--- config.mk ---
export PLATFORM = sky130hd
export DESIGN_NAME = kts_mul
export DESIGN_NICKNAME = d
export VERILOG_FILES = /design/src/rtl/kts_pkg.sv /design/src/rtl/kts_mul.sv
export SDC_FILE = /design/constraint.sdc
export NUM_CORES = 2
export LEC_CHECK = 0
export BUFFER_PORTS_ARGS = -buffer_cell sky130_fd_sc_hd__buf_2
export CORE_MARGIN = 1.5
export CORE_UTILIZATION = 45
export DETAILED_ROUTE_END_ITERATION = 8
export MAX_ROUTING_LAYER = met4
export SKIP_LAST_GASP = 1
export SYNTH_ARGS = -nofsm -noshare
export SYNTH_HDL_FRONTEND = slang
export SYNTH_SLANG_ARGS = --single-unit
--- constraint.sdc ---
create_clock -name clock -period 9.8 [get_ports clock]
set_clock_uncertainty 0.15 [all_clocks]
set_input_delay 1.47 -clock clock [delete_from_list [all_inputs] [get_ports clock]]
set_output_delay 1.47 -clock clock [all_outputs]
set_load 0.03 [all_outputs]
--- src/rtl/kts_pkg.sv ---
// Shared constants and types for the keyframe track sampler.
package kts_pkg;
   localparam int KTS_MAX_KEYS = 16;
   localparam int KTS_IDX_W    = 4;
   localparam int KTS_CNT_W    = 5;
   localparam int KTS_W_W      = 17;
   localparam logic [KTS_W_W-1:0] KTS_Q_ONE = 17'd65536;

   localparam logic FUNC_WRITE  = 1'b0;
   localparam logic FUNC_SAMPLE = 1'b1;

   localparam logic [2:0] REG_KEY_COUNT  = 3'd0;
   localparam logic [2:0] REG_FOUR_COMP  = 3'd1;
   localparam logic [2:0] REG_ANIM_START = 3'd2;
   localparam logic [2:0] REG_ANIM_END   = 3'd3;
   localparam logic [2:0] REG_PLAY_SPEED = 3'd4;
   localparam logic [2:0] REG_LOOPING    = 3'd5;
   localparam logic [2:0] REG_PLAYING    = 3'd6;

   typedef struct packed {
      logic busy;
      logic done;
   } div_status_type;
endpackage

--- src/rtl/kts_mul.sv ---
// Shared signed multiplier with registered product.
module kts_mul import kts_pkg::*; (
   input  logic               clock,
   input  logic signed [32:0] op_a,
   input  logic signed [31:0] op_b,
   output logic signed [64:0] prod_ff
);
   logic signed [64:0] prod_in;

   assign prod_in = 65'(op_a) * 65'(op_b);

   always_ff @(posedge clock) begin
      prod_ff <= prod_in;
   end
endmodule

==> metrics <==
Die Outline Area=0.0872 mm^2; min Tclk post-route=8.99 ns; number of endpoints failing setup at the final stage=0; synthesized net count=5,419; Slew headroom=44.9%; DR WL/cell=20.3 um; Largest register FFs=65; fin. max-slew vios=0; crit path max fanout=23; largest family of logic cells by synthesized area=adder cells; Layout Nets=5,456; average size of a mapped cell=9.48 um^2; complex-gate fraction of the synthesized area=3.46%; clock transition at the registers of the reported paths=0.06 ns; Die W=295 um; #FFs+latches synth=65; commonest non-fill, non-tap cell in the layout=fa_1; post_cts resized=0; last element of the critical path=prod_ff[48]; Post-Synth Simple-Gate Area=15.8%; Hold WC Path Type=in -> reg; Fin Setup TNS=0 ns; Synth Instances=4,055; routed wl met2=50,200 um; max-cap violations=0; # DRC=0; Via-to-Cell Ratio=5.06; leading area contributor after synthesis=fa_1; sequential share of the synthesized area=3.38%; area delta synth->final=6.53%; H-tree lvl count=3; clock sinks=65; chip height=295 um; antenna violations before repair=11; Synth area leaders=fa_1 (58%), inv_1 (9.7%), and2_1 (8.7%), ha_1 (6.1%), nand2_1 (5.3%); type of origin of the critical path=input port; WL final=107,000 um; number of routed nets with antenna violations=0; I/O pin cnt=131; largest register by flop count=prod_ff; CP Capture Type=flop; Bufs on Longest Clock Path=2; Core ar.=0.0849 mm^2; RSZ-0062 raised after global routing=false; post-synth top area share=57.9%; Yosys cell types=59; met3 wire length=8050 um; post-synthesis mux area share=0.0293%; Adder-Cell Fraction of Synth Area=63.9%; Filler cells=8,203; Setup Fix Bufs, Post-CTS=0; Synth Warn #=0; # rows=107; Root Buffer=clkbuf_16; Final Hold Vio Count=0; Synth Cell Area=0.0385 mm^2; final HPWL from detailed placement=92,100 um; vias in the first global route=29.1k; CTS Buf Count=9; top routing layer used=met4; hold buffer count at CTS=0; gr usage total=27.2%; most frequent cells in the layout=fa_1 (1,112), inv_1 (991), nand2_1 (539); Post-synth ARST share=0%; IO Port Bufs=130; via count=26.6k; largest net degree at the start of global routing=34; critical path launch point=op_a[14]; Detailed Routing Iterations Pass 1=5; Synth Flop Type=dfxtp_1; Max Freq=111 MHz; arrival time of the worst setup path=9.11 ns; first-pass GRT wire length=173,000 um; Critical Path RT=9.92 ns; Placer Congestion=0.913; XOR/XNOR Fraction of Synth Area=1.62%; Starting Density=45.3%; CP Class=in -> reg; GR Overflow Total=0; period utilization=91.7%; status=completed; met1 WL=46,800 um; share of cells above drive strength 1=6.49%; Worst Hold Launch=op_a[0]; Worst Tran Pin Value=0.826 ns; Iteration-0 DRC Markers=1,744; Largest regs=prod_ff: 65 flops; number of synthesized flops with an enable pin=0; CTS tree=done
## synth_stat cells (3+ instances only)
master / n
nand4_1: 9
o31ai_1: 8
nor2b_1: 7
a21oi_1: 60
a21o_1: 22
a311oi_1: 3
buf_2: 7
xnor2_1: 47
nand2_1: 539
fa_1: 1112
nor4_1: 3
nor3_1: 12
o21bai_1: 11
and3_1: 5
o21ai_0: 37
and2_1: 535
inv_1: 991
dfxtp_1: 65
o211ai_1: 14
nor3b_1: 3
ha_1: 186
a31oi_1: 9
nor2_1: 65
clkbuf_1: 203
a211oi_1: 3
a21boi_0: 3
nand3_1: 19
nand2b_1: 14
xor2_1: 24
## worst min path at each step
stage | depth (start not counted) | slack (ns) | to
after CTS | 2 | 1.37 | prod_ff[0]
after detailed placement | 1 | 1.75 | prod_ff[18]
after global routing | 2 | 1.38 | prod_ff[0]
final | 2 | 1.38 | prod_ff[0]
after floorplan | 1 | 1.45 | prod_ff[0]
after global placement | 1 | 1.75 | prod_ff[18]
## per-layer routing
layer,vias to the layer above,GRT usage [%]
met5,-,-
met4,0,5.39
met3,83,5.38
met2,815,41.5
met1,14100,37.9
li1,11600,-
## through the flow
stage	hold WS, ns	cell area [um^2]	utilization (%)	setup WS [ns]	cells
final	1.38	41000	48.3	0.810	5255
after global routing	1.38	41000	48.3	0.347	5254
after CTS	1.37	40900	48.2	0.814	5241
after floorplan	1.45	38500	-	0.989	4055
after detailed placement	1.75	40600	47.9	0.424	5225
after global placement	1.75	40600	47.9	0.425	5225
## cell type report
type                            count  area (um^2)  share of cell area (%)
Multi-Input combinational cell   2788        32600                    79.7
Clock buffer                       11          253                   0.617
Tap cell                         1144         1430                    3.49
Clock inverter                      5         62.6                   0.153
Antenna cell                       14         35.0                  0.0855
Inverter                          991         3720                    9.08
Sequential cell                    65         1300                    3.18
Timing Repair Buffer              237         1530                    3.73
## worst max-delay path, cell delays in order
cell and delay, ns:
buf_2 0.50, buf_4 0.25, nand2_1 0.07, fa_1 0.54, inv_1 0.05, fa_1 0.48, fa_1 0.60, fa_1 0.48
fa_1 0.68, fa_1 0.51, fa_1 0.52, fa_1 0.42, ha_1 0.45, nand4_1 0.22, nor3_1 0.24, buf_4 0.16
nand3_1 0.08, o32ai_1 0.37, buf_4 0.23, nor3_1 0.06, and2_1 0.21, o21bai_2 0.17, a41oi_2 0.15, xnor2_1 0.17
## cell families (layout without fill, tap and decap cells)
logic type / count (synthesis) / after routing
adder cells (fa/ha/maj): 1298 / 1298
AND/OR/NAND/NOR: 1218 / 1218
buffers and inverters: 1202 / 1244
AO/OA/AOI/OAI: 200 / 200
XOR/XNOR: 71 / 71
flip-flops: 65 / 65
multiplexers: 1 / 1
other: 0 / 14
Power is not shown: default switching activity piles up to over one toggle a cycle in this logic, so the estimate is an artifact.
