--- config.mk ---
export PLATFORM = sky130hd
export DESIGN_NAME = kts_div
export DESIGN_NICKNAME = d
export VERILOG_FILES = /design/src/rtl/kts_pkg.sv /design/src/rtl/kts_div.sv
export SDC_FILE = /design/constraint.sdc
export NUM_CORES = 1
export LEC_CHECK = 0
export BUFFER_PORTS_ARGS = -buffer_cell sky130_fd_sc_hd__buf_2
export CAP_MARGIN = 20
export CORE_MARGIN = 4
export CORE_UTILIZATION = 57
export CTS_CLUSTER_DIAMETER = 50
export DETAILED_ROUTE_END_ITERATION = 6
export PLACE_DENSITY = 0.88
export RECOVER_POWER = 25
export SYNTH_ARGS = -nofsm -noshare
export SYNTH_HDL_FRONTEND = slang
export SYNTH_SLANG_ARGS = --single-unit
--- constraint.sdc ---
create_clock -name clock -period 3.75 [get_ports clock]
set_clock_uncertainty 0.1 [all_clocks]
set_input_delay 1.125 -clock clock [delete_from_list [all_inputs] [get_ports clock]]
set_output_delay 1.125 -clock clock [all_outputs]
set_load 0.02 [all_outputs]
--- src/rtl/kts_pkg.sv ---
// Shared constants and types for the keyframe track sampler.
package kts_pkg;
   localparam int KTS_MAX_KEYS = 16;
   localparam int KTS_IDX_W    = 4;
   localparam int KTS_CNT_W    = 5;
   localparam int KTS_W_W      = 17;
   localparam logic [KTS_W_W-1:0] KTS_Q_ONE = 17'd65536;

   localparam logic FUNC_WRITE  = 1'b0;
   localparam logic FUNC_SAMPLE = 1'b1;

   localparam logic [2:0] REG_KEY_COUNT  = 3'd0;
   localparam logic [2:0] REG_FOUR_COMP  = 3'd1;
   localparam logic [2:0] REG_ANIM_START = 3'd2;
   localparam logic [2:0] REG_ANIM_END   = 3'd3;
   localparam logic [2:0] REG_PLAY_SPEED = 3'd4;
   localparam logic [2:0] REG_LOOPING    = 3'd5;
   localparam logic [2:0] REG_PLAYING    = 3'd6;

   typedef struct packed {
      logic busy;
      logic done;
   } div_status_type;
endpackage

--- src/rtl/kts_div.sv ---
// Radix-2 restoring divider for the blend weight, one quotient bit per cycle.
module kts_div import kts_pkg::*; (
   input  logic               clock,
   input  logic               reset,
   input  logic               start,
   input  logic [31:0]        num,
   input  logic [31:0]        den,
   output logic [KTS_W_W-1:0] quot_ff,
   output div_status_type     status
);
   logic [31:0] rem_ff, rem_in;
   logic [31:0] den_ff, den_in;
   logic        lsb_ff, lsb_in;
   logic [4:0]  cnt_ff, cnt_in;
   logic        busy_ff, busy_in;
   logic        done_ff, done_in;
   logic [KTS_W_W-1:0] quot_in;
   logic [32:0] trial;
   logic [32:0] diff;

   always_comb begin
      trial   = {rem_ff, lsb_ff};
      diff    = trial - {1'b0, den_ff};
      rem_in  = rem_ff;
      den_in  = den_ff;
      lsb_in  = lsb_ff;
      cnt_in  = cnt_ff;
      busy_in = busy_ff;
      done_in = 1'b0;
      quot_in = quot_ff;
      if (start) begin
         rem_in  = {1'b0, num[31:1]};
         lsb_in  = num[0];
         den_in  = den;
         cnt_in  = 5'(KTS_W_W);
         busy_in = 1'b1;
         quot_in = '0;
      end else if (busy_ff) begin
         lsb_in = 1'b0;
         if (!diff[32]) begin
            rem_in  = diff[31:0];
            quot_in = {quot_ff[KTS_W_W-2:0], 1'b1};
         end else begin
            rem_in  = trial[31:0];
            quot_in = {quot_ff[KTS_W_W-2:0], 1'b0};
         end
         cnt_in = cnt_ff - 5'd1;
         if (cnt_ff == 5'd1) begin
            busy_in = 1'b0;
            done_in = 1'b1;
         end
      end
   end

   always_ff @(posedge clock) begin
      if (reset) begin
         busy_ff <= 1'b0;
         done_ff <= 1'b0;
         cnt_ff  <= '0;
      end else begin
         busy_ff <= busy_in;
         done_ff <= done_in;
         cnt_ff  <= cnt_in;
      end
      rem_ff  <= rem_in;
      den_ff  <= den_in;
      lsb_ff  <= lsb_in;
      quot_ff <= quot_in;
   end

   assign status.busy = busy_ff;
   assign status.done = done_ff;
endmodule
==> out/results.tsv, run 1 <==
stage	metric	value	unit
grt	grt ovf	0	
synthesis	Synth top area share	35.2	%
clock_network	clk slew on worst S/H paths	0.11	ns
placed_design	post-detail-place hpwl	8.99	mm
power_and_ir_drop	PwrDens	654	mW/mm²
setup_path	Worst Setup End Kind	register	
synthesis	Synth Area per Inst	9.79	µm²
power_and_ir_drop	Max rail drop VDD	0.000323	V
sta	RSZ-0062 raised after global routing	false	
placed_design	port bufs	85	
synthesis	top_reg_cell synth	edfxtp_1	
drt	DR DRC count	0	
power_and_ir_drop	internal power	2370	µW
floorplanning	Ports	86	
clock_network	CTS tree	yes	
sta	part of the cycle the worst path needs	91.9	%
grt	GR Util All Layers	22.5	%
grt	first-pass GRT wire length	20.5	mm
finish	fin area	0.00618	mm²
finish	NumNets Final	732	
synthesis	EDFF count, synth	64	
finish	fin cells	764	
placed_design	placed cell count	748	
floorplanning	die area	0.0112	mm²
power_and_ir_drop	power share of the clock group	17.0	%
power_and_ir_drop	Comb pwr share	49.1	%
finish	share of cells above drive strength 1	18.9	%
min_path	worst min path class	register to register	
grt	initial antenna violation count	0	
drt	Via Count	4467	
synthesis	Synth Register Bits	89	
floorplanning	Core Footprint	0.00928	mm²
sta	setup TNS	0	ns
drt	initial DRC count	288	
clock_network	CTS H-Tree Depth	3	
sta	fin crit period	3.44	ns
synthesis	Netlist cell types	58	
synthesis	Synth area leader	edfxtp_1	
sta	count of pins over their slew limit	0	
floorplanning	Starting Density	58.8	%
clock_network	CTS max path bufs	2	
drt	Detailed Route WL	12.3	mm
synthesis	mapped cell area	0.00546	mm²
floorplanning	Rows	35	
clock_network	CTS root buffer	clkbuf_8	
setup_path	Crit Path Max Fanout	43	
power_and_ir_drop	Leakage	0.00268	µW
synthesis	yosys warns	0	
setup_path	Critical Setup Path Class	register to register	
drt	antenna-violating nets left	0	
sta	Setup violations, final	0	
sta	FMAX	0.290	GHz
sta	worst-margin pin slew	1.03	ns
clock_network	TritonCTS Buffers	9	
synthesis	Synth area leaders	edfxtp_1 (35%), dfxtp_1 (9.2%), ha_1 (7.8%)	
power_and_ir_drop	Sequential Power Share	34.0	%
placed_design	RD Place Congestion	0.905	
clock_network	post-CTS setup buffer count	0	
synthesis	Post-synth ARST share	0	%
finish	Area growth syn-to-layout	13.2	%
power_and_ir_drop	Sw Ratio	41.5	%
drt	Avg WL per Cell	16.1	µm
drt	Detailed Routing Iterations Pass 1	5	
synthesis	sequential area share after synthesis	44.3	%
run_status	status	completed	
clock_network	Sink Count	89	
finish	diodes inserted	0	
clock_network	clock latency on the worst-skew pair	0.37	ns
grt	vias in the first global route	4312	
drt	Vias per Instance	5.85	
floorplanning	die width	106	µm
sta	Fin. Hold Viols	0	
placed_design	post-placement cell area	0.00598	mm²
run	max_cap viols	0	
grt	largest net degree at the start of global routing	57	
synthesis	gate count after technology mapping	558	
setup_path	startpoint types	register	
sta	max_slew headroom	31.4	%
power_and_ir_drop	NetSw	1680	µW
synthesis	syn_nets	660	
floorplanning	Die Y	106	µm
setup_path	Crit path required time	3.78	ns
setup_path	crit path DAT	3.47	ns
layer usage:
layer	global-route usage (%)	vias up	part of all wire, %
met1	30.9	2089	45
met5	0	-	0
met4	7.12	0	1.7
met2	35.8	174	46
li1	-	2181	-
met3	4.68	23	7.2
cells in the final DEF (no fill, tap or decap), types with 8 or more instances in the layout:
cell type / count
buf_2: 82
edfxtp_1: 64
nand2_1: 46
inv_1: 44
nor2_1: 38
nand3_1: 37
a21oi_1: 34
ha_1: 34
mux2i_1: 25
dfxtp_1: 25
o311ai_0: 20
xnor2_1: 19
a21o_1: 17
o21ai_0: 13
xor2_1: 12
nor3_1: 9
clkbuf_8: 9
buf_4: 8
worst max-delay path, cell delays in order, from the launching register on:
cell      delay (ns)
edfxtp_1        0.37
inv_1           0.07
ha_1            0.17
inv_1           0.06
fa_1            0.42
a211oi_1        0.32
nor4_2          0.10
o21ai_2         0.22
a31oi_4         0.15
a21oi_2         0.23
and4b_1         0.27
nor3_4          0.07
buf_12          0.19
o311ai_0        0.46
worst paths after layout:
path | slack [ns] | start | depth (start not counted) | to
max reg2reg | 0.31 | lsb_ff | 13 | rem_ff[17]
min reg2reg | 0.41 | cnt_ff[1] | 2 | cnt_ff[1]
max | 0.31 | lsb_ff | 13 | rem_ff[17]
min | 0.41 | cnt_ff[1] | 2 | cnt_ff[1]
power groups by stage:
stage / Combinational (µW) / Clock (µW) / Sequential [µW]
floorplan: 1540 / 0 / 1360
global placement: 1890 / 0 / 1380
detailed placement: 1940 / 0 / 1390
CTS: 1960 / 694 / 1370
global route: 2190 / 745 / 1390
finish: 1980 / 686 / 1370
logic make-up (layout without fill, tap and decap cells):
group	Yosys count	count (layout)	share of synthesized area, %
simple gates	166	166	15.0
compound gates	133	133	16.8
flops	89	89	44.3
buf+inv	78	155	6.00
fa+ha+maj	35	35	8.15
xor+xnor	31	31	4.97
mux	26	26	4.79
metrics by stage:
stage | power (µW) | utilization (%) | hold WS (ns) | setup slack, ns
finish | 4040 | 66.6 | 0.409 | 0.306
detailed placement | 3340 | 64.4 | 0.393 | 0.217
global route | 4320 | 66.6 | 0.450 | 0.0849
global placement | 3280 | 64.4 | 0.374 | 0.344
floorplan | 2890 | - | 0.369 | 0.628
CTS | 4030 | 66.6 | 0.412 | 0.197
area by class of cell:
class	count	area, µm²
inverters	44	165
clock inverters	7	86.3
clock buffers	9	124
well taps	129	161
fillers	772	3100
multi-input cells	391	2720
repair buffers	95	507
flip-flops and latches	89	2420
synth_stat cells (19+ instances only):
cell,instances
a21oi_1,34
dfxtp_1,25
edfxtp_1,64
ha_1,34
inv_1,44
mux2i_1,25
nand2_1,46
nand3_1,37
nor2_1,38
o311ai_0,20
xnor2_1,19
flip-flops by register name, indices dropped and copies added (netlist names):
signal	cells
den_ff	32
rem_ff	32
quot_ff	17
cnt_ff	5
busy_ff	1
done_ff	1
lsb_ff	1
timing repair:
action	4_1_cts	5_1_grt
hold buffers	0	0
setup endpoints to repair	0	2
resized for setup	0	1
No activity file was read; power rests on OpenSTA's default activity.
==> run 2, diff against run 1 <==
--- a/config.mk
+++ b/config.mk
@@ -9,10 +9,10 @@
 export CAP_MARGIN = 20
 export CORE_MARGIN = 4
 export CORE_UTILIZATION = 57
+export CTS_BUF_LIST = sky130_fd_sc_hd__clkbuf_8
 export CTS_CLUSTER_DIAMETER = 50
 export DETAILED_ROUTE_END_ITERATION = 6
 export PLACE_DENSITY = 0.88
-export RECOVER_POWER = 25
 export SYNTH_ARGS = -nofsm -noshare
 export SYNTH_HDL_FRONTEND = slang
 export SYNTH_SLANG_ARGS = --single-unit
==> out/results.tsv, run 2 (synthesized netlist as in run 1, its figures left out) <==
stage	metric	value	unit	change
grt	initial antenna violation count	0		unchanged
setup_path	Crit path required time	3.78	ns	about the same
grt	grt ovf	0		unchanged
placed_design	post-detail-place hpwl	8.99	mm	unchanged
setup_path	reg2reg end	rem_ff[17]		unchanged
power_and_ir_drop	PwrDens	654	mW/mm²	about the same
finish	share of cells above drive strength 1	19.4	%	was 18.9%
floorplanning	Ports	86		unchanged
finish	Multi-input gate area	0.00272	mm²	unchanged
setup_path	Critical Path Sink	rem_ff[17]		unchanged
finish	# fillers	771		was 772
grt	GR Util All Layers	22.5	%	unchanged
setup_path	number of cells on the critical path	13		unchanged
floorplanning	Die Y	106	µm	unchanged
setup_path	startpoint types	register		unchanged
sta	RSZ-0062 raised after global routing	false		unchanged
placed_design	RD Place Congestion	0.905		unchanged
sta	part of the cycle the worst path needs	91.7	%	was 91.9%
drt	DR DRC count	0		unchanged
sta	worst-margin pin slew	0.845	ns	was 1.03 ns
drt	Via Count	4479		was 4467
floorplanning	Starting Density	58.8	%	unchanged
finish	NumNets Final	732		unchanged
power_and_ir_drop	Sequential Power Share	33.9	%	was 34.0%
clock_network	post-CTS setup buffer count	0		unchanged
drt	Vias per Instance	5.86		was 5.85
finish	commonest non-fill, non-tap cells in the layout	buf_2 (84), edfxtp_1 (64), nand2_1 (46), inv_1 (44), nor2_1 (38)		was buf_2 (82), edfxtp_1 (64), nand2_1 (46), inv_1 (44), nor2_1 (38)
clock_network	TritonCTS Buffers	9		unchanged
drt	Avg WL per Cell	16.1	µm	about the same
clock_network	CTS max path bufs	2		unchanged
finish	Storage cell area	0.00242	mm²	unchanged
finish	diodes inserted	0		unchanged
power_and_ir_drop	Sw Ratio	41.5	%	about the same
sta	Setup violations, final	0		unchanged
power_and_ir_drop	power share of the clock group	17.0	%	about the same
clock_network	cts hold-fix bufs	0		unchanged
finish	Area growth syn-to-layout	13.3	%	was 13.2%
floorplanning	Rows	35		unchanged
drt	Detailed Routing Iterations Pass 1	5		unchanged
power_and_ir_drop	NetSw	1680	µW	about the same
setup_path	Buf/Inv on CP	3		unchanged
finish	Top Registers	den_ff (32), rem_ff (32), quot_ff (17)		unchanged
power_and_ir_drop	Max rail drop VDD	0.000323	V	about the same
placed_design	post-placement cell area	0.00598	mm²	unchanged
setup_path	r2r startpoint	lsb_ff		unchanged
run	max_cap viols	0		unchanged
drt	antenna-violating nets left	0		unchanged
min_path	worst min path class	register to register		unchanged
setup_path	Worst Setup End Kind	register		unchanged
floorplanning	Core Footprint	0.00928	mm²	unchanged
placed_design	port bufs	85		unchanged
clock_network	clk slew on worst S/H paths	0.11	ns	about the same
setup_path	R2R cell count	13		unchanged
sta	count of pins over their slew limit	0		unchanged
finish	commonest non-fill, non-tap cell in the layout	buf_2		unchanged
clock_network	CTS H-Tree Depth	3		unchanged
sta	fin crit period	3.44	ns	about the same
power_and_ir_drop	Comb pwr share	49.1	%	about the same
setup_path	Crit Path Max Fanout	43		unchanged
sta	Fin. Hold Viols	0		unchanged
setup_path	crit path DAT	3.47	ns	about the same
drt	Detailed Route WL	12.3	mm	about the same
setup_path	R2R setup slack	0.31	ns	about the same
setup_path	CP max stage cell	o311ai_0		unchanged
setup_path	Most common cell on crit path	inv_1		unchanged
grt	largest net degree at the start of global routing	57		unchanged
clock_network	CTS root buffer	clkbuf_8		unchanged
floorplanning	die width	106	µm	unchanged
clock_network	CTS tree	yes		unchanged
sta	max_slew headroom	43.7	%	was 31.4%
setup_path	delay-heaviest family, CP	compound AO/OA/AOI/OAI gates		unchanged
grt	vias in the first global route	4312		unchanged
power_and_ir_drop	internal power	2370	µW	about the same
drt	initial DRC count	285		was 288
setup_path	crit-path cells	inv_1, ha_1, inv_1, fa_1, a211oi_1, nor4_2, o21ai_2, a31oi_4, a21oi_2, and4b_1, nor3_4, buf_12, o311ai_0		unchanged
setup_path	Worst Setup SP	lsb_ff		unchanged
sta	setup TNS	0	ns	unchanged
sta	FMAX	0.291	GHz	was 0.290 GHz
sta	PnR worst setup slack	0.311	ns	was 0.306 ns
finish	fin area	0.00619	mm²	was 0.00618 mm²
setup_path	Critical Setup Path Class	register to register		unchanged
run_status	status	completed		unchanged
floorplanning	die area	0.0112	mm²	unchanged
grt	first-pass GRT wire length	20.5	mm	unchanged
placed_design	Place WS	0.217	ns	unchanged
clock_network	clock latency on the worst-skew pair	0.38	ns	was 0.37 ns
power_and_ir_drop	Leakage	0.00269	µW	was 0.00268 µW
setup_path	max incr delay on CP	0.45	ns	was 0.46 ns
clock_network	Sink Count	89		unchanged
-- run 2: cell count changes in the layout (fill, tap and decap cells not counted), sizes merged --
cell	previous run	this run
buf	91	95
clkbuf	13	9
-- run 2: timing repair --
action | 4_1_cts | 5_1_grt
setup endpoints to repair | 0 | 2
hold endpoints to repair | 0 | 0
gates resized for setup | 0 | 1
-- run 2: layout make-up --
class	instances	share of cell area, %
Timing Repair Buffer	95	8.33
Multi-Input combinational cell	391	43.9
Tap cell	129	2.61
Clock inverter	7	1.39
Sequential cell	89	39.1
Clock buffer	9	2.00
Inverter	44	2.67
-- run 2: worst min-delay path by stage --
stage                            from          end  cells past startpoint
final                       cnt_ff[1]    cnt_ff[1]                      2
after global routing        cnt_ff[1]    cnt_ff[1]                      2
after CTS                   cnt_ff[1]    cnt_ff[1]                      2
after detailed placement  quot_ff[16]  quot_ff[16]                      2
after global placement    quot_ff[16]  quot_ff[16]                      2
after floorplan             cnt_ff[1]    cnt_ff[1]                      2
-- run 2: metal layers --
metal  GRT usage, %  part of all wire (%)
met5              0                     0
met3           4.68                   7.1
met2           35.8                    46
met1           30.9                    44
met4           7.12                   2.0
-- run 2: stage by stage --
stage	hold slack (ns)	cells	utilization, %	power (µW)
after global placement	0.374	748	64.4	3280
after detailed placement	0.393	748	64.4	3340
after global routing	0.450	764	66.7	4330
after floorplan	0.369	558	-	2890
after CTS	0.412	764	66.6	4030
final	0.409	764	66.7	4050
-- run 2: worst min-delay path, cell delays in order (launching register included) --
cell	delay, ns
dfxtp_1	0.34
nor2_1	0.08
a2111oi_0	0.05
-- run 2: power groups by stage --
stage               combinational [µW]  sequential (µW)  clock [µW]
floorplan                         1540             1360           0
global placement                  1890             1380           0
detailed placement                1940             1390           0
CTS                               1960             1370         694
global route                      2190             1390         745
finish                            1990             1370         689
==> run 3, diff against run 2 <==
--- a/config.mk
+++ b/config.mk
@@ -5,6 +5,7 @@
 export SDC_FILE = /design/constraint.sdc
 export NUM_CORES = 1
 export LEC_CHECK = 0
+export ABC_AREA = 1
 export BUFFER_PORTS_ARGS = -buffer_cell sky130_fd_sc_hd__buf_2
 export CAP_MARGIN = 20
 export CORE_MARGIN = 4
@@ -12,7 +13,7 @@
 export CTS_BUF_LIST = sky130_fd_sc_hd__clkbuf_8
 export CTS_CLUSTER_DIAMETER = 50
 export DETAILED_ROUTE_END_ITERATION = 6
-export PLACE_DENSITY = 0.88
+export PLACE_DENSITY = 0.87
 export SYNTH_ARGS = -nofsm -noshare
 export SYNTH_HDL_FRONTEND = slang
 export SYNTH_SLANG_ARGS = --single-unit
==> constraint.sdc (replaced) <==
create_clock -name clock -period 3.4 [get_ports clock]
set_clock_uncertainty 0.1 [all_clocks]
set_input_delay 1.02 -clock clock [delete_from_list [all_inputs] [get_ports clock]]
set_output_delay 1.02 -clock clock [all_outputs]
set_load 0.02 [all_outputs]
==> out/results.tsv, run 3 <==
stage	metric	value	unit	change
sta	count of pins over their slew limit	0		unchanged
power_and_ir_drop	Leakage	0.00408	µW	was 0.00269 µW
drt	met2 wire length	7.72	mm	was 5.72 mm
clock_network	clk slew on worst S/H paths	0.11	ns	about the same
finish	share of cells above drive strength 1	14.5	%	was 19.4%
grt	grt ovf	0		unchanged
clock_network	CTS tree	yes		unchanged
clock_network	CTS root buffer	clkbuf_8		unchanged
drt	Detailed Route WL	16.0	mm	was 12.3 mm
grt	largest net degree at the start of global routing	50		was 57
floorplanning	die width	116	µm	was 106 µm
power_and_ir_drop	Max rail drop VDD	0.000473	V	was 0.000323 V
sta	max_slew headroom	63.1	%	was 43.7%
floorplanning	die area	0.0134	mm²	was 0.0112 mm²
sta	FMAX	0.351	GHz	was 0.291 GHz
sta	fin crit period	2.85	ns	was 3.44 ns
sta	worst-margin pin slew	0.554	ns	was 0.845 ns
floorplanning	Core Footprint	0.0114	mm²	was 0.00928 mm²
synthesis	Synth top area share	29.1	%	was 35.2%
finish	final core occ	64.4	%	was 66.7%
synthesis	syn_nets	1055		was 660
sta	part of the cycle the worst path needs	83.8	%	was 91.7%
drt	Post-Route M1 WL	7.03	mm	was 5.48 mm
drt	initial DRC count	442		was 285
synthesis	Synth area leaders	edfxtp_1 (29%), nand2_1 (19%), inv_1 (12%)		was edfxtp_1 (35%), dfxtp_1 (9.2%), ha_1 (7.8%)
finish	commonest non-fill, non-tap cell in the layout	nand2_1		was buf_2
synthesis	top_reg_cell synth	edfxtp_1		unchanged
clock_network	CTS max path bufs	2		unchanged
run	max_cap viols	0		unchanged
floorplanning	Rows	39		was 35
clock_network	count of cells resized by post-cts repair	0		unchanged
synthesis	Post-synth ARST share	0	%	unchanged
drt	WL met3	1.01	mm	was 871 µm
sta	RSZ-0062 raised after global routing	false		unchanged
clock_network	clock latency on the worst-skew pair	0.40	ns	was 0.38 ns
placed_design	placed cell count	1168		was 748
placed_design	post-detail-place hpwl	12.8	mm	was 8.99 mm
synthesis	count leader, synth	nand2_1		was edfxtp_1
synthesis	EDFF count, synth	64		unchanged
drt	uppermost layer routed	met4		unchanged
setup_path	R2R cell count	16		was 13
run_status	status	completed		unchanged
setup_path	Crit path required time	3.45	ns	was 3.78 ns
clock_network	post-CTS setup buffer count	0		unchanged
synthesis	Synth Register Bits	89		unchanged
setup_path	CP max stage cell	fa_1		was o311ai_0
setup_path	r2r startpoint	lsb_ff		unchanged
drt	antenna-violating nets left	0		unchanged
clock_network	cts hold-fix bufs	0		unchanged
drt	DR DRC count	0		unchanged
synthesis	Netlist cell types	43		was 58
clock_network	TritonCTS Buffers	9		unchanged
synthesis	sequential area share after synthesis	36.7	%	was 44.3%
grt	initial antenna violation count	0		unchanged
sta	setup TNS	0	ns	unchanged
setup_path	crit-path cells	inv_1, ha_1, inv_1, fa_1, nand2_1, nand2_1, nand3_2, nand2_4, nand2_4, nand2_4, nand2_4, nand3_2, nand2_4, nand2_1, nand3_1, nand2_1		was inv_1, ha_1, inv_1, fa_1, a211oi_1, nor4_2, o21ai_2, a31oi_4, a21oi_2, and4b_1, nor3_4, buf_12, o311ai_0
floorplanning	Ports	86		unchanged
setup_path	Critical Setup Path Class	register to register		unchanged
finish	commonest non-fill, non-tap cells in the layout	nand2_1 (342), inv_1 (208), buf_2 (85), nand3_1 (84), edfxtp_1 (64)		was buf_2 (84), edfxtp_1 (64), nand2_1 (46), inv_1 (44), nor2_1 (38)
finish	diodes inserted	0		unchanged
sta	Fin. Hold Viols	0		unchanged
setup_path	Worst Setup End Kind	register		unchanged
setup_path	startpoint types	register		unchanged
min_path	Min-Delay Startpoint	quot_ff[16]		was cnt_ff[1]
floorplanning	Starting Density	58.1	%	was 58.8%
drt	Avg WL per Cell	13.6	µm	was 16.1 µm
grt	GR Util All Layers	25.0	%	was 22.5%
drt	Detailed Routing Iterations Pass 1	5		unchanged
clock_network	Sink Count	89		unchanged
min_path	worst min path class	register to register		unchanged
drt	Via Count	6029		was 4479
grt	vias in the first global route	5644		was 4312
synthesis	Synth Area per Inst	6.93	µm²	was 9.79 µm²
drt	Vias per Instance	5.09		was 5.86
finish	fin cells	1184		was 764
floorplanning	Die Y	116	µm	was 106 µm
setup_path	reg2reg end	rem_ff[1]		was rem_ff[17]
setup_path	Crit Path Max Fanout	16		was 43
synthesis	yosys warns	0		unchanged
power_and_ir_drop	post-layout power	4390	µW	was 4050 µW
min_path	Worst Hold Path Cells	2		unchanged
setup_path	R2R setup slack	0.55	ns	was 0.31 ns
power_and_ir_drop	PwrDens	600	mW/mm²	was 654 mW/mm²
finish	NumNets Final	1138		was 732
finish	Top Registers	den_ff (32), rem_ff (32), quot_ff (17)		unchanged
synthesis	mapped cell area	0.00660	mm²	was 0.00546 mm²
setup_path	max incr delay on CP	0.41	ns	was 0.45 ns
grt	first-pass GRT wire length	26.4	mm	was 20.5 mm
setup_path	crit path DAT	2.90	ns	was 3.47 ns
synthesis	Synth area leader	edfxtp_1		unchanged
placed_design	RD Place Congestion	1.00		was 0.905
placed_design	port bufs	85		unchanged
min_path	Hold Path End	quot_ff[16]		was cnt_ff[1]
setup_path	Most common cell on crit path	nand2_4		was inv_1
synthesis	gate count after technology mapping	953		was 558
sta	Setup violations, final	0		unchanged
synthesis	Post-synth top cells	nand2_1 (342), inv_1 (208), nand3_1 (84), edfxtp_1 (64), nor2_1 (40)		was edfxtp_1 (64), nand2_1 (46), inv_1 (44), nor2_1 (38), nand3_1 (37)
clock_network	CTS H-Tree Depth	3		unchanged
finish	Area growth syn-to-layout	10.9	%	was 13.3%
[run 3: changes by cell type after synthesis, moves of 10 or more]
cell | before | now
a21o_1 | 17 | 2
a21oi_1 | 34 | 19
clkbuf_1 | 17 | 5
inv_1 | 44 | 208
mux2i_1 | 25 | 0
nand2_1 | 46 | 342
nand2_2 | 0 | 18
nand3_1 | 37 | 84
o22ai_1 | 0 | 15
o311ai_0 | 20 | 0
xnor2_1 | 19 | 9
xor2_1 | 12 | 1
[run 3: area by class of cell]
type	count	area (µm²)
fill	1059	4050
multi-input combinational	632	3250
sequential	89	2420
inverter	215	807
timing repair buffer	89	455
tap	143	179
clock buffer	9	124
clock inverter	7	83.8
[run 3: worst max path at each step]
stage,startpoint,end,slack [ns]
2_1_floorplan,start,lsb_ff,0.29
5_1_grt,lsb_ff,rem_ff[1],0.35
6_report,lsb_ff,rem_ff[1],0.55
3_5_place_dp,lsb_ff,rem_ff[0],0.61
3_3_place_gp,lsb_ff,rem_ff[0],0.72
4_1_cts,lsb_ff,rem_ff[0],0.60
[run 3: cells by family (layout without fill, tap and decap cells)]
logic type	count (synthesis)	count (layout)	synth area share, %
flip-flops	89	89	36.7
AO/OA/AOI/OAI	50	50	4.64
XOR/XNOR	10	10	1.33
adder cells (fa/ha/maj)	35	35	6.75
AND/OR/NAND/NOR	537	537	36.5
buffers and inverters	232	320	14.1
[run 3: routing by layer]
metal / GRT usage [%] / vias up
li1: - / 3116
met1: 32.6 / 2723
met2: 42.2 / 166
met3: 5.12 / 24
met4: 7.66 / 0
met5: 0 / -
[run 3: through the flow]
step	hold WS [ns]	setup WS [ns]	instance area, µm²
after floorplan	0.342	0.286	6600
after global placement	0.336	0.724	7110
after detailed placement	0.345	0.611	7110
after CTS	0.373	0.596	7320
after global routing	0.402	0.351	7320
final	0.370	0.549	7320
[run 3: critical path, delay by kind of cell (launching register included)]
family                     cells  cell delay (ns)
buffers and inverters          2             0.15
and+or+nand+nor               12             1.43
adders and majority gates      2             0.55
DFF                            1             0.37
[run 3: where the power goes]
part	total, µW	internal [µW]	switching (µW)
clock network	769	296	473
registers	1420	1340	80.5
logic	2200	747	1450
total	4390	2390	2000
